`src/hdl/hsl2rgb_pkg.sv`:
```
// Shared constants and helpers for the HSL to RGB converter.
package hsl2rgb_pkg;

  localparam int DEF_FRAC_BITS   = 16;
  localparam int DEF_QUEUE_DEPTH = 4;

  localparam int HUE_W        = 9;
  localparam int ANG_W        = HUE_W + 1;
  localparam int FRAC_IN_W    = 17;
  localparam int IN_FRAC_BITS = 16;
  localparam int CH_W         = 8;
  localparam int WEIGHT_W     = 7;

  localparam logic [FRAC_IN_W-1:0] IN_ONE = 17'h10000;

  localparam logic [ANG_W-1:0] HUE_TURN       = 10'd360;
  localparam logic [ANG_W-1:0] HUE_THIRD      = 10'd120;
  localparam logic [ANG_W-1:0] HUE_TWO_THIRDS = 10'd240;
  localparam logic [ANG_W-1:0] SEG_RISE_END   = 10'd60;
  localparam logic [ANG_W-1:0] SEG_HOLD_END   = 10'd180;
  localparam logic [ANG_W-1:0] SEG_FALL_END   = 10'd240;

  localparam logic [WEIGHT_W-1:0] RAMP_SPAN = 7'd60;

  // 255/60 reduces to 17/4: scale by 17, then drop two extra bits
  localparam logic [4:0] SCALE_MUL   = 5'd17;
  localparam int         SCALE_SHIFT = 2;

  localparam logic [CH_W-1:0] CH_MAX = 8'hFF;

  // packed item between front and back: l, s, l*s, three weights, alpha
  function automatic int item_width(input int frac_bits);
    return 3 * (frac_bits + 1) + 3 * WEIGHT_W + CH_W;
  endfunction

  // weight of (m2 - m1) in the ramp for a wrapped angle: ramp = 60*m1 + diff*w
  function automatic logic [WEIGHT_W-1:0] ramp_weight(input logic [ANG_W-1:0] ang);
    logic [ANG_W-1:0] fall;
    fall = SEG_FALL_END - ang;
    if (ang < SEG_RISE_END) begin
      return ang[WEIGHT_W-1:0];
    end else if (ang < SEG_HOLD_END) begin
      return RAMP_SPAN;
    end else if (ang < SEG_FALL_END) begin
      return fall[WEIGHT_W-1:0];
    end else begin
      return '0;
    end
  endfunction

endpackage

```
`src/hdl/hsl2rgb_front.sv`:
```
// Front end: accepts pixels, wraps hue into ramp weights, forms l*s.
module hsl2rgb_front import hsl2rgb_pkg::*; #(
  parameter int FRAC_BITS = DEF_FRAC_BITS
) (
  input  logic                               clk,
  input  logic                               rst,
  input  logic                               hsl_valid,
  output logic                               hsl_ready,
  input  logic [HUE_W-1:0]                   hue_deg,
  input  logic [FRAC_IN_W-1:0]               saturation,
  input  logic [FRAC_IN_W-1:0]               lightness,
  input  logic [CH_W-1:0]                    alpha_in,
  output logic                               item_valid,
  input  logic                               item_ready,
  output logic [item_width(FRAC_BITS)-1:0]   item_data
);

  localparam int W = FRAC_BITS + 1;

  logic [FRAC_IN_W-1:0] sat_s;
  logic [FRAC_IN_W-1:0] sat_l;
  logic [W-1:0]         s_int;
  logic [W-1:0]         l_int;
  logic [ANG_W-1:0]     hue_ext;
  logic [ANG_W-1:0]     hue_w;
  logic [ANG_W-1:0]     ang_r_raw;
  logic [ANG_W-1:0]     ang_b_raw;
  logic [ANG_W-1:0]     ang_r;
  logic [ANG_W-1:0]     ang_b;

  logic                 f1_valid;
  logic [W-1:0]         f1_s;
  logic [W-1:0]         f1_l;
  logic [WEIGHT_W-1:0]  f1_wr;
  logic [WEIGHT_W-1:0]  f1_wg;
  logic [WEIGHT_W-1:0]  f1_wb;
  logic [CH_W-1:0]      f1_alpha;

  logic                 f2_valid;
  logic [W-1:0]         f2_s;
  logic [W-1:0]         f2_l;
  logic [W-1:0]         f2_ls;
  logic [WEIGHT_W-1:0]  f2_wr;
  logic [WEIGHT_W-1:0]  f2_wg;
  logic [WEIGHT_W-1:0]  f2_wb;
  logic [CH_W-1:0]      f2_alpha;

  logic [2*W-1:0]       prod;
  logic                 f1_en;
  logic                 f2_en;

  // saturate to 1.0, then rescale to the internal fraction width
  assign sat_s = (saturation > IN_ONE) ? IN_ONE : saturation;
  assign sat_l = (lightness > IN_ONE) ? IN_ONE : lightness;

  if (FRAC_BITS >= IN_FRAC_BITS) begin : g_scale_up
    assign s_int = W'(sat_s) << (FRAC_BITS - IN_FRAC_BITS);
    assign l_int = W'(sat_l) << (FRAC_BITS - IN_FRAC_BITS);
  end else begin : g_scale_down
    assign s_int = W'(sat_s >> (IN_FRAC_BITS - FRAC_BITS));
    assign l_int = W'(sat_l >> (IN_FRAC_BITS - FRAC_BITS));
  end

  // hue wrap and the two shifted angles
  assign hue_ext   = {1'b0, hue_deg};
  assign hue_w     = (hue_ext >= HUE_TURN) ? hue_ext - HUE_TURN : hue_ext;
  assign ang_r_raw = hue_w + HUE_THIRD;
  assign ang_b_raw = hue_w + HUE_TWO_THIRDS;
  assign ang_r     = (ang_r_raw >= HUE_TURN) ? ang_r_raw - HUE_TURN : ang_r_raw;
  assign ang_b     = (ang_b_raw >= HUE_TURN) ? ang_b_raw - HUE_TURN : ang_b_raw;

  assign f2_en     = !f2_valid || item_ready;
  assign f1_en     = !f1_valid || f2_en;
  assign hsl_ready = f1_en;

  always_ff @(posedge clk) begin
    if (rst) begin
      f1_valid <= 1'b0;
    end else if (f1_en) begin
      f1_valid <= hsl_valid;
    end
  end

  always_ff @(posedge clk) begin
    if (f1_en) begin
      f1_s     <= s_int;
      f1_l     <= l_int;
      f1_wr    <= ramp_weight(ang_r);
      f1_wg    <= ramp_weight(hue_w);
      f1_wb    <= ramp_weight(ang_b);
      f1_alpha <= alpha_in;
    end
  end

  assign prod = f1_l * f1_s;

  always_ff @(posedge clk) begin
    if (rst) begin
      f2_valid <= 1'b0;
    end else if (f2_en) begin
      f2_valid <= f1_valid;
    end
  end

  always_ff @(posedge clk) begin
    if (f2_en) begin
      f2_s     <= f1_s;
      f2_l     <= f1_l;
      f2_ls    <= prod[FRAC_BITS +: W];
      f2_wr    <= f1_wr;
      f2_wg    <= f1_wg;
      f2_wb    <= f1_wb;
      f2_alpha <= f1_alpha;
    end
  end

  assign item_valid = f2_valid;
  assign item_data  = {f2_l, f2_s, f2_ls, f2_wr, f2_wg, f2_wb, f2_alpha};

endmodule

```
`src/hdl/hsl2rgb_queue.sv`:
```
// Small register queue decoupling the front and back ends.
module hsl2rgb_queue import hsl2rgb_pkg::*; #(
  parameter int DEPTH = DEF_QUEUE_DEPTH,
  parameter int WIDTH = item_width(DEF_FRAC_BITS)
) (
  input  logic             clk,
  input  logic             rst,
  input  logic             push_valid,
  output logic             push_ready,
  input  logic [WIDTH-1:0] push_data,
  output logic             pop_valid,
  input  logic             pop_ready,
  output logic [WIDTH-1:0] pop_data
);

  localparam int PTR_W = $clog2(DEPTH);
  localparam int CNT_W = $clog2(DEPTH + 1);

  logic [WIDTH-1:0] entries [DEPTH];
  logic [PTR_W-1:0] wr_ptr;
  logic [PTR_W-1:0] rd_ptr;
  logic [CNT_W-1:0] count;
  logic             push;
  logic             pop;

  assign push_ready = (count != CNT_W'(DEPTH));
  assign pop_valid  = (count != '0);
  assign push       = push_valid && push_ready;
  assign pop        = pop_valid && pop_ready;
  assign pop_data   = entries[rd_ptr];

  always_ff @(posedge clk) begin
    if (push) begin
      entries[wr_ptr] <= push_data;
    end
  end

  always_ff @(posedge clk) begin
    if (rst) begin
      wr_ptr <= '0;
      rd_ptr <= '0;
      count  <= '0;
    end else begin
      if (push) begin
        wr_ptr <= (wr_ptr == PTR_W'(DEPTH - 1)) ? '0 : wr_ptr + 1'b1;
      end
      if (pop) begin
        rd_ptr <= (rd_ptr == PTR_W'(DEPTH - 1)) ? '0 : rd_ptr + 1'b1;
      end
      if (push && !pop) begin
        count <= count + 1'b1;
      end else if (pop && !push) begin
        count <= count - 1'b1;
      end
    end
  end

  a_count_bound: assert property (@(posedge clk) disable iff (rst)
    count <= CNT_W'(DEPTH))
    else $error("queue count beyond depth");

  a_push_grows: assert property (@(posedge clk) disable iff (rst)
    (push && !pop) |=> (count == $past(count) + 1'b1))
    else $error("queue count did not grow on push");

  a_pop_shrinks: assert property (@(posedge clk) disable iff (rst)
    (pop && !push) |=> (count == $past(count) - 1'b1))
    else $error("queue count did not shrink on pop");

  a_ptr_gap: assert property (@(posedge clk) disable iff (rst)
    (count == '0) |-> (wr_ptr == rd_ptr))
    else $error("empty queue with pointers apart");

endmodule

```
`src/hdl/hsl2rgb_back.sv`:
```
// Back end: m1/m2, three ramp evaluations, scale by 255 and clamp.
module hsl2rgb_back import hsl2rgb_pkg::*; #(
  parameter int FRAC_BITS = DEF_FRAC_BITS
) (
  input  logic                             clk,
  input  logic                             rst,
  input  logic                             item_valid,
  output logic                             item_ready,
  input  logic [item_width(FRAC_BITS)-1:0] item_data,
  output logic                             rgb_valid,
  input  logic                             rgb_ready,
  output logic [CH_W-1:0]                  red,
  output logic [CH_W-1:0]                  green,
  output logic [CH_W-1:0]                  blue,
  output logic [CH_W-1:0]                  alpha_out
);

  localparam int W     = FRAC_BITS + 1;
  localparam int RW    = FRAC_BITS + 7;           // ramp <= 60 * ONE
  localparam int SW    = RW + 5;                  // ramp * 17
  localparam int LO    = FRAC_BITS + SCALE_SHIFT;
  localparam int CWIDE = SW - LO;
  localparam logic [W-1:0] HALF = W'(1) << (FRAC_BITS - 1);

  logic [W-1:0]        q_l;
  logic [W-1:0]        q_s;
  logic [W-1:0]        q_ls;
  logic [WEIGHT_W-1:0] q_w [3];
  logic [CH_W-1:0]     q_alpha;

  logic [W:0]          m2_wide;
  logic [W:0]          m1_wide;
  logic [W-1:0]        m2_cur;
  logic [W-1:0]        m1_cur;

  logic                b1_valid;
  logic [W-1:0]        b1_m1;
  logic [W-1:0]        b1_diff;
  logic [WEIGHT_W-1:0] b1_w [3];
  logic [CH_W-1:0]     b1_alpha;

  logic                b2_valid;
  logic [RW-1:0]       b2_ramp [3];
  logic [CH_W-1:0]     b2_alpha;

  logic [SW-1:0]       scaled [3];
  logic [CWIDE-1:0]    ch_wide [3];
  logic [CH_W-1:0]     ch_sat [3];
  logic [CH_W-1:0]     chan [3];

  logic                out_en;
  logic                b2_en;
  logic                b1_en;

  assign {q_l, q_s, q_ls, q_w[0], q_w[1], q_w[2], q_alpha} = item_data;

  assign m2_wide = (q_l <= HALF) ? {1'b0, q_l} + {1'b0, q_ls}
                                 : {1'b0, q_l} + {1'b0, q_s} - {1'b0, q_ls};
  assign m1_wide = {q_l, 1'b0} - m2_wide;
  assign m2_cur  = m2_wide[W-1:0];
  assign m1_cur  = m1_wide[W-1:0];

  assign out_en     = !rgb_valid || rgb_ready;
  assign b2_en      = !b2_valid || out_en;
  assign b1_en      = !b1_valid || b2_en;
  assign item_ready = b1_en;

  always_ff @(posedge clk) begin
    if (rst) begin
      b1_valid  <= 1'b0;
      b2_valid  <= 1'b0;
      rgb_valid <= 1'b0;
    end else begin
      if (b1_en) begin
        b1_valid <= item_valid;
      end
      if (b2_en) begin
        b2_valid <= b1_valid;
      end
      if (out_en) begin
        rgb_valid <= b2_valid;
      end
    end
  end

  always_ff @(posedge clk) begin
    if (b1_en) begin
      b1_m1    <= m1_cur;
      b1_diff  <= m2_cur - m1_cur;
      b1_w     <= q_w;
      b1_alpha <= q_alpha;
    end
  end

  always_ff @(posedge clk) begin
    if (b2_en) begin
      for (int i = 0; i < 3; i++) begin
        b2_ramp[i] <= RW'(b1_m1) * RW'(RAMP_SPAN) + RW'(b1_diff) * RW'(b1_w[i]);
      end
      b2_alpha <= b1_alpha;
    end
  end

  always_comb begin
    for (int i = 0; i < 3; i++) begin
      scaled[i]  = SW'(b2_ramp[i]) * SW'(SCALE_MUL);
      ch_wide[i] = scaled[i][SW-1:LO];
      ch_sat[i]  = (ch_wide[i] > CWIDE'(CH_MAX)) ? CH_MAX : ch_wide[i][CH_W-1:0];
    end
  end

  always_ff @(posedge clk) begin
    if (out_en) begin
      chan      <= ch_sat;
      alpha_out <= b2_alpha;
    end
  end

  assign red   = chan[0];
  assign green = chan[1];
  assign blue  = chan[2];

endmodule

```
`src/hdl/hsl_to_rgb_converter_unit.sv`:
```
// Top level of the HSL to RGB pixel converter.
//
// Input channel (hsl_valid/hsl_ready): one pixel per transaction, hue in
// whole degrees (values 360..511 wrap), saturation and lightness with
// 65536 = 1.0 (larger values clip to 1.0), and an alpha byte.
// Output channel (rgb_valid/rgb_ready): one transaction per pixel, red,
// green and blue truncated and clamped to 0..255, alpha copied through.
//
// Throughput: one pixel per clock sustained while rgb_ready stays high.
// Each pixel passes two front stages, the queue write and two back
// stages feeding the output register, in that order.
// The front end (hue wrap, ramp weights, l*s multiply) and back end
// (m1/m2, three ramp multipliers, scale by 255/60 = 17/4, clamp) are
// split by a QUEUE_DEPTH entry queue; each side stalls on its own.
// When rgb_ready is low the output register holds its transaction, the
// back end fills, then the queue, then the front end; hsl_ready drops
// only once the front stages are full.
// Reset (rst, synchronous) empties all stages and the queue; no state
// survives between pixels.
module hsl_to_rgb_converter_unit import hsl2rgb_pkg::*; #(
  parameter int FRAC_BITS   = DEF_FRAC_BITS,
  parameter int QUEUE_DEPTH = DEF_QUEUE_DEPTH
) (
  input  logic                 clk,
  input  logic                 rst,
  input  logic                 hsl_valid,
  output logic                 hsl_ready,
  input  logic [HUE_W-1:0]     hue_deg,
  input  logic [FRAC_IN_W-1:0] saturation,
  input  logic [FRAC_IN_W-1:0] lightness,
  input  logic [CH_W-1:0]      alpha_in,
  output logic                 rgb_valid,
  input  logic                 rgb_ready,
  output logic [CH_W-1:0]      red,
  output logic [CH_W-1:0]      green,
  output logic [CH_W-1:0]      blue,
  output logic [CH_W-1:0]      alpha_out
);

  localparam int ITEM_W = item_width(FRAC_BITS);

  // front end -> queue
  logic              fq_valid;
  logic              fq_ready;
  logic [ITEM_W-1:0] fq_data;

  // queue -> back end
  logic              qb_valid;
  logic              qb_ready;
  logic [ITEM_W-1:0] qb_data;

  hsl2rgb_front #(
    .FRAC_BITS (FRAC_BITS)
  ) u_front (
    .clk        (clk),
    .rst        (rst),
    .hsl_valid  (hsl_valid),
    .hsl_ready  (hsl_ready),
    .hue_deg    (hue_deg),
    .saturation (saturation),
    .lightness  (lightness),
    .alpha_in   (alpha_in),
    .item_valid (fq_valid),
    .item_ready (fq_ready),
    .item_data  (fq_data)
  );

  hsl2rgb_queue #(
    .DEPTH (QUEUE_DEPTH),
    .WIDTH (ITEM_W)
  ) u_queue (
    .clk        (clk),
    .rst        (rst),
    .push_valid (fq_valid),
    .push_ready (fq_ready),
    .push_data  (fq_data),
    .pop_valid  (qb_valid),
    .pop_ready  (qb_ready),
    .pop_data   (qb_data)
  );

  hsl2rgb_back #(
    .FRAC_BITS (FRAC_BITS)
  ) u_back (
    .clk        (clk),
    .rst        (rst),
    .item_valid (qb_valid),
    .item_ready (qb_ready),
    .item_data  (qb_data),
    .rgb_valid  (rgb_valid),
    .rgb_ready  (rgb_ready),
    .red        (red),
    .green      (green),
    .blue       (blue),
    .alpha_out  (alpha_out)
  );

endmodule
```
`config.mk`:
```
export PLATFORM = sky130hd
export DESIGN_NAME = hsl_to_rgb_converter_unit
export DESIGN_NICKNAME = d
export VERILOG_FILES = /design/src/hdl/hsl2rgb_pkg.sv /design/src/hdl/hsl2rgb_front.sv /design/src/hdl/hsl2rgb_queue.sv /design/src/hdl/hsl2rgb_back.sv /design/src/hdl/hsl_to_rgb_converter_unit.sv
export SDC_FILE = /design/constraint.sdc
export NUM_CORES = 2
export LEC_CHECK = 0
export BUFFER_PORTS_ARGS = -buffer_cell sky130_fd_sc_hd__buf_2
export CAP_MARGIN = 20
export CORE_AREA = 2 2 261 366
export DETAILED_ROUTE_END_ITERATION = 6
export DIE_AREA = 0 0 263 368
export GPL_TIMING_DRIVEN = 1
export PLACE_DENSITY = 0.84
export SLEW_MARGIN = 20
export SYNTH_ARGS = -nofsm -noshare
export SYNTH_HDL_FRONTEND = slang
export SYNTH_SLANG_ARGS = --single-unit
export TNS_END_PERCENT = 1
```
`constraint.sdc`:
```
create_clock -name clk -period 7.17 [get_ports clk]
set_input_delay 0.3585 -clock clk [delete_from_list [all_inputs] [get_ports clk]]
set_output_delay 0.3585 -clock clk [all_outputs]
set_load 0.1 [all_outputs]
```
==> Word level (Yosys, flattened, before mapping) <==
Memory sizes are Yosys's and may differ from the RTL's. A register that Yosys moved wholly into a read port is not among the register bits.
Index checks and enable logic that the tools add are counted.
{ "classes": {"n_addsub": 20, "n_mul": 8, "magnitude_cmp": 18, "n_eq_ne": 3, "mux": 23, "reduce_logical": 18} }
{ "ops": {"columns": ["op", "count"], "rows": [
  ["multiplier 23 x 5 -> 28 bit (second input constant)", 3],
  ["adder 23 bit", 3],
  ["multiplier 17 x 7 -> 23 bit", 3],
  ["2-to-1 mux 7 bit", 9],
  ["< comparator 10 x 8 -> 1 bit (second input constant)", 6],
  ["subtractor 17 bit", 3],
  ["adder 17 bit", 2],
  ["> comparator 17 bit (second input constant)", 2],
  ["multiplier 17 x 17 -> 33 bit", 1],
  ["> comparator 10 x 8 -> 1 bit (second input constant)", 3],
  ["< comparator 10 x 6 -> 1 bit (second input constant)", 3],
  ["2-to-1 mux 10 bit", 3],
  ["multiplier 17 x 4 -> 21 bit (second input constant)", 1],
  ["subtractor 7 bit (first input constant)", 3],
  [">= comparator 10 x 9 -> 1 bit (second input constant)", 2],
  ["subtractor 10 x 9 -> 10 bit (second input constant)", 2],
  ["<= comparator 17 x 16 -> 1 bit (second input constant)", 1],
  ["2-to-1 mux 17 bit", 1],
  ["adder 10 x 7 -> 10 bit (second input constant)", 1],
  ["adder 10 x 8 -> 10 bit (second input constant)", 1],
  ["subtractor 9 x 9 -> 10 bit (second input constant)", 1],
  [">= comparator 9 bit (second input constant)", 1],
  ["2-to-1 mux 2 bit", 4],
  ["zero test 1 bit", 7],
  ["other kinds (11)", 24]
]} }
{ "word_totals": {"regBits": 258, "ramBits": 389, "out_inout_bits": 34, "memories": 2} }
{ "mem_list": {"columns": ["memory", "words", "width", "read_ports", "rd_ports_with_merged_regs", "write_ports", "line_no", "text"], "rows": [
  ["u_queue.entries", 4, 80, 1, 1, 1, "hsl2rgb_queue.sv:19", "logic [WIDTH-1:0] entries [DEPTH];"],
  ["u_back.b2_ramp", 3, 23, 3, 0, 3, "hsl2rgb_back.sv:43", "logic [RW-1:0] b2_ramp [3];"]
]} }

==> Longest topological paths before layout <==
{ "logic_depth": {"word_depth": 9, "ltp_mapped": 37} }

==> Hierarchy <==
A second synthesis with hierarchy kept.
{ "hier_totals": {"hier_cells": 4528, "area_unflattened_um2": 52002.4} }
{ "by_module_without_submodules": {"columns": ["mod", "n_inst", "cells_each", "area_per_inst_um2"], "rows": [
  ["hsl2rgb_back", 1, 2562, 24608.6],
  ["hsl2rgb_front", 1, 1500, 15418.5],
  ["hsl2rgb_queue", 1, 466, 11975.2]
]} }

==> Least setup slack after synthesis <==
No wires, ideal clock.
{ "synth_timing": {"path_kind": "register to register", "from": "reg u_back.b1_m1[0]", "to": "mem u_back.b2_ramp[0][45] in the netlist's numbering (data pin)", "setup_time_ns": 0.267, "arrival_ns": 6.815, "t_required_ns": 6.903, "setup_slack_ns": 0.088, "path_stages_with_launch": 27, "n_path_buf": 0, "path_cell_list": "edfxtp_1 > fa_1 > fa_1 > fa_1 > a21o_1 > a21oi_1 > nor2b_1 > o21a_1 > o41ai_1 > o21ai_0 > o21ai_0 > nand2b_1 > xor2_1 > fa_1 > inv_1 > fa_1 > fa_1 > inv_1 > ha_1 > and3_1 > a21oi_1 > o21ai_0 > o31a_1 > nand2b_1 > a31oi_1 > xnor2_1 > xnor2_1"} }
{ "synth_lines": {"columns": ["element", "line_no", "text"], "rows": [
  ["start: declaration", "hsl2rgb_back.sv:37", "logic [W-1:0] b1_m1;"],
  ["start signal: assignment", "hsl2rgb_back.sv:88", "b1_m1 <= m1_cur;"],
  ["end: declaration", "hsl2rgb_back.sv:43", null]
]} }

==> run summary <==
Wirelength, routed: 111 mm
Synth Flop Type: edfxtp_1
Post-Synth Adder-Cell Area: 0.316
Mapped cell area: 51,000 µm²
Routed Antenna Nets: 0
Worst EP required: 7.56 ns
Clk buf depth: 3
Die ar.: 96,800 µm²
Clock Latency Late Sink: 0.68 ns
Max-slew headroom: 0.273
Share of layout cells above drive strength 1: 0.104
DR iter-0 viols: 2,282
Row count: 133
N_diodes: 0
Mean post-synth cell area: 11.6 µm²
Hold depth: 2
Yosys cell types: 77
Leading area contributor after synthesis: edfxtp_1
Worst-Margin Slew: 1.09 ns
R2R depth: 29
Most common cell after layout, fill and taps aside: inv_1
CP max FO: 3
CP arrival: 7.43 ns
Worst Setup SP: u_back.b1_m1[1]
Area of the multi-input gates: 28,700 µm²
IO Port Bufs: 88
DIE HEIGHT: 368 µm
Main combinational cell family by area after synthesis: adder cells
Setup CP Type: reg2reg
Final worst slack: 0.132 ns
Area grow syn2layout: 9.77%
Fin. max-slew vios: 0
Global route total overflow: 0
Worst path max stage delay: 0.61 ns
Clk_skew: 0.0621 ns
Final Hold Violating Endpoints: 0
Final setup fails: 0
Most frequent cells in the layout: inv_1 (765), edfxtp_1 (631), fa_1 (543), nand2_1 (439), ha_1 (412)
Initial Util: 0.546
Clock Pin Slew Worst Setup and Hold Paths: 0.07 ns
MaxCap Viol Count: 0
Upper clock frequency limit: 142 MHz
Fin nets: 5,586
Vias per cell: 5.70
Fraction of synthesized area in multiplexers: 0.0394
Number of global-route vias before repair: 35,800
RR Startpoint: u_back.b1_m1[1]
Post-Synth Simple-Gate Area: 0.111
GP Congestion: 0.913
Critical path launch point type: flop
Worst hold start: saturation[7]
CP most frequent cell: fa_1
HPWL Detailed: 81.2 mm
CTS Buf Count: 60
Clock Tree Root: clkbuf_16
Largest net degree at the start of global routing: 74
Synth warn: 0
Ports: 89
Run status: finished clean
GRT Overall Usage: 0.233
Initial antenna violation count: 0
Sequential share of the synthesized area: 0.377
Post-Synth XOR/XNOR Area: 0.0292
Critical Path Sink Type: flop
Area share of the largest cell type after synthesis: 0.371
Post-synthesis compound-gate area fraction: 0.0602
Crit path time final: 7.04 ns
First-pass GRT wire length: 180 mm
Top post-synthesis cells by area: edfxtp_1 (37%), fa_1 (21%), ha_1 (10%), inv_1 (5.6%), and2_1 (3.5%)
CTS tree: yes
Die Wd: 263 µm
RSZ-0062 raised after global routing: true
Post-synth ARST share: 0
Number of clock sinks: 645
CP max-delay cell: fa_1
DRC Markers: 0
Routed vias: 33,200
Seq cells post-synth: 645
Place WS: -0.0859 ns
TritonRoute pass-1 iters: 6
H-tree depth: 2
FF+latch area: 19,200 µm²
Period utilization: 0.982
CORE AREA: 93,500 µm²
Fill count: 6,914
Number of flops mapped to enable cells by yosys: 631
Drt wl/cell: 19.0 µm
Post-Syn Instances: 4,403
HP Class: in2reg
## state kept, by name (all words and copies together) (netlist names), 8 cells and up, named ones only
name	flops
u_queue.entries	320
u_back.b2_ramp	66
u_back.b1_w	21
u_back.b1_m1	17
u_front.f1_l	17
u_front.f1_s	17
u_front.f2_l	17
u_front.f2_ls	17
u_front.f2_s	17
u_back.b1_diff	16
u_back.alpha_out	8
u_back.b1_alpha	8
u_back.b2_alpha	8
u_back.blue	8
u_back.green	8
u_back.red	8
u_front.f1_alpha	8
u_front.f2_alpha	8
## final timing paths
kind	end	slack [ns]
max reg2reg	u_back.b2_ramp[0][45]	0.13
max	u_back.b2_ramp[0][45]	0.13
min reg2reg	u_front.f2_wg[2]	0.41
min	u_front.f1_s[7]	0.03
## critical path: cells and delay by family, from the launching register on
kind / cells / cell delay (ns)
buffers and inverters: 2 / 0.10
AO/OA/AOI/OAI: 13 / 2.07
AND/OR/NAND/NOR: 4 / 0.52
adder cells (fa/ha/maj): 7 / 3.22
XOR/XNOR: 3 / 0.37
flip-flops: 1 / 0.44
## layout make-up
cell class                 count  area share
clock inverter                45      0.0104
clock buffer                  67      0.0278
inverter                     769      0.0516
multi-input combinational   2868       0.512
tap                         1215      0.0271
timing repair buffer         226      0.0276
sequential                   645       0.343
## cell usage after synthesis (all sizes together), types with 8 or more instances
cell type	n
a211oi	14
a21boi	19
a21o	45
a21oi	129
a31oi	23
and2	289
and3	24
buf	18
clkbuf	114
dfxtp	14
edfxtp	631
fa	545
ha	416
inv	769
mux2	12
mux4	80
nand2	441
nand2b	26
nand3	38
nand3b	10
nor2	131
nor2b	67
nor3	68
nor4	17
o2111ai	8
o211ai	13
o21a	33
o21ai	102
o21bai	12
or2	16
or3	11
xnor2	120
xor2	50
## per-layer routing
layer / share of wire / global-route usage / routed length (µm) / vias up
li1: - / - / - / 14900
met1: 0.35 / 0.255 / 39100 / 16500
met3: 0.053 / 0.0263 / 5900 / 443
met4: 0.057 / 0.124 / 6310 / 0
met2: 0.54 / 0.441 / 59800 / 1328
met5: 0 / 0 / 0 / -
## kinds of logic after synthesis
| family | count (synthesis) |
|---|---|
| AND/OR/NAND/NOR | 1151 |
| flip-flops | 645 |
| buffers and inverters | 901 |
| other | 2 |
| AO/OA/AOI/OAI | 474 |
| multiplexers | 99 |
| adder cells (fa/ha/maj) | 961 |
| XOR/XNOR | 170 |
## through the flow
stage          hold WS, ns  cell area (µm²)  setup TNS [ns]  std cells   util
4_1_cts           0.000128            55600               0       5807  0.595
6_report            0.0283            56000               0       5835  0.599
2_1_floorplan        0.400            51100               0       4414      -
3_5_place_dp         0.405            53300          -0.167       5682  0.570
3_3_place_gp         0.401            53300               0       5682  0.570
5_1_grt             0.0233            56000          -0.440       5835  0.599
## what timing repair did
item                                    in CTS  in global routing
gates cloned                                 0                  0
hold buffers                                13                  0
pin swaps                                    0                 16
setup buffers                                0                 28
endpoints found under the hold margin       13                  0
resized for setup                            5                 41
endpoints found under the setup margin       5                 17
Power is not shown: default switching activity piles up to over one toggle a cycle in this logic, so the estimate is an artifact.
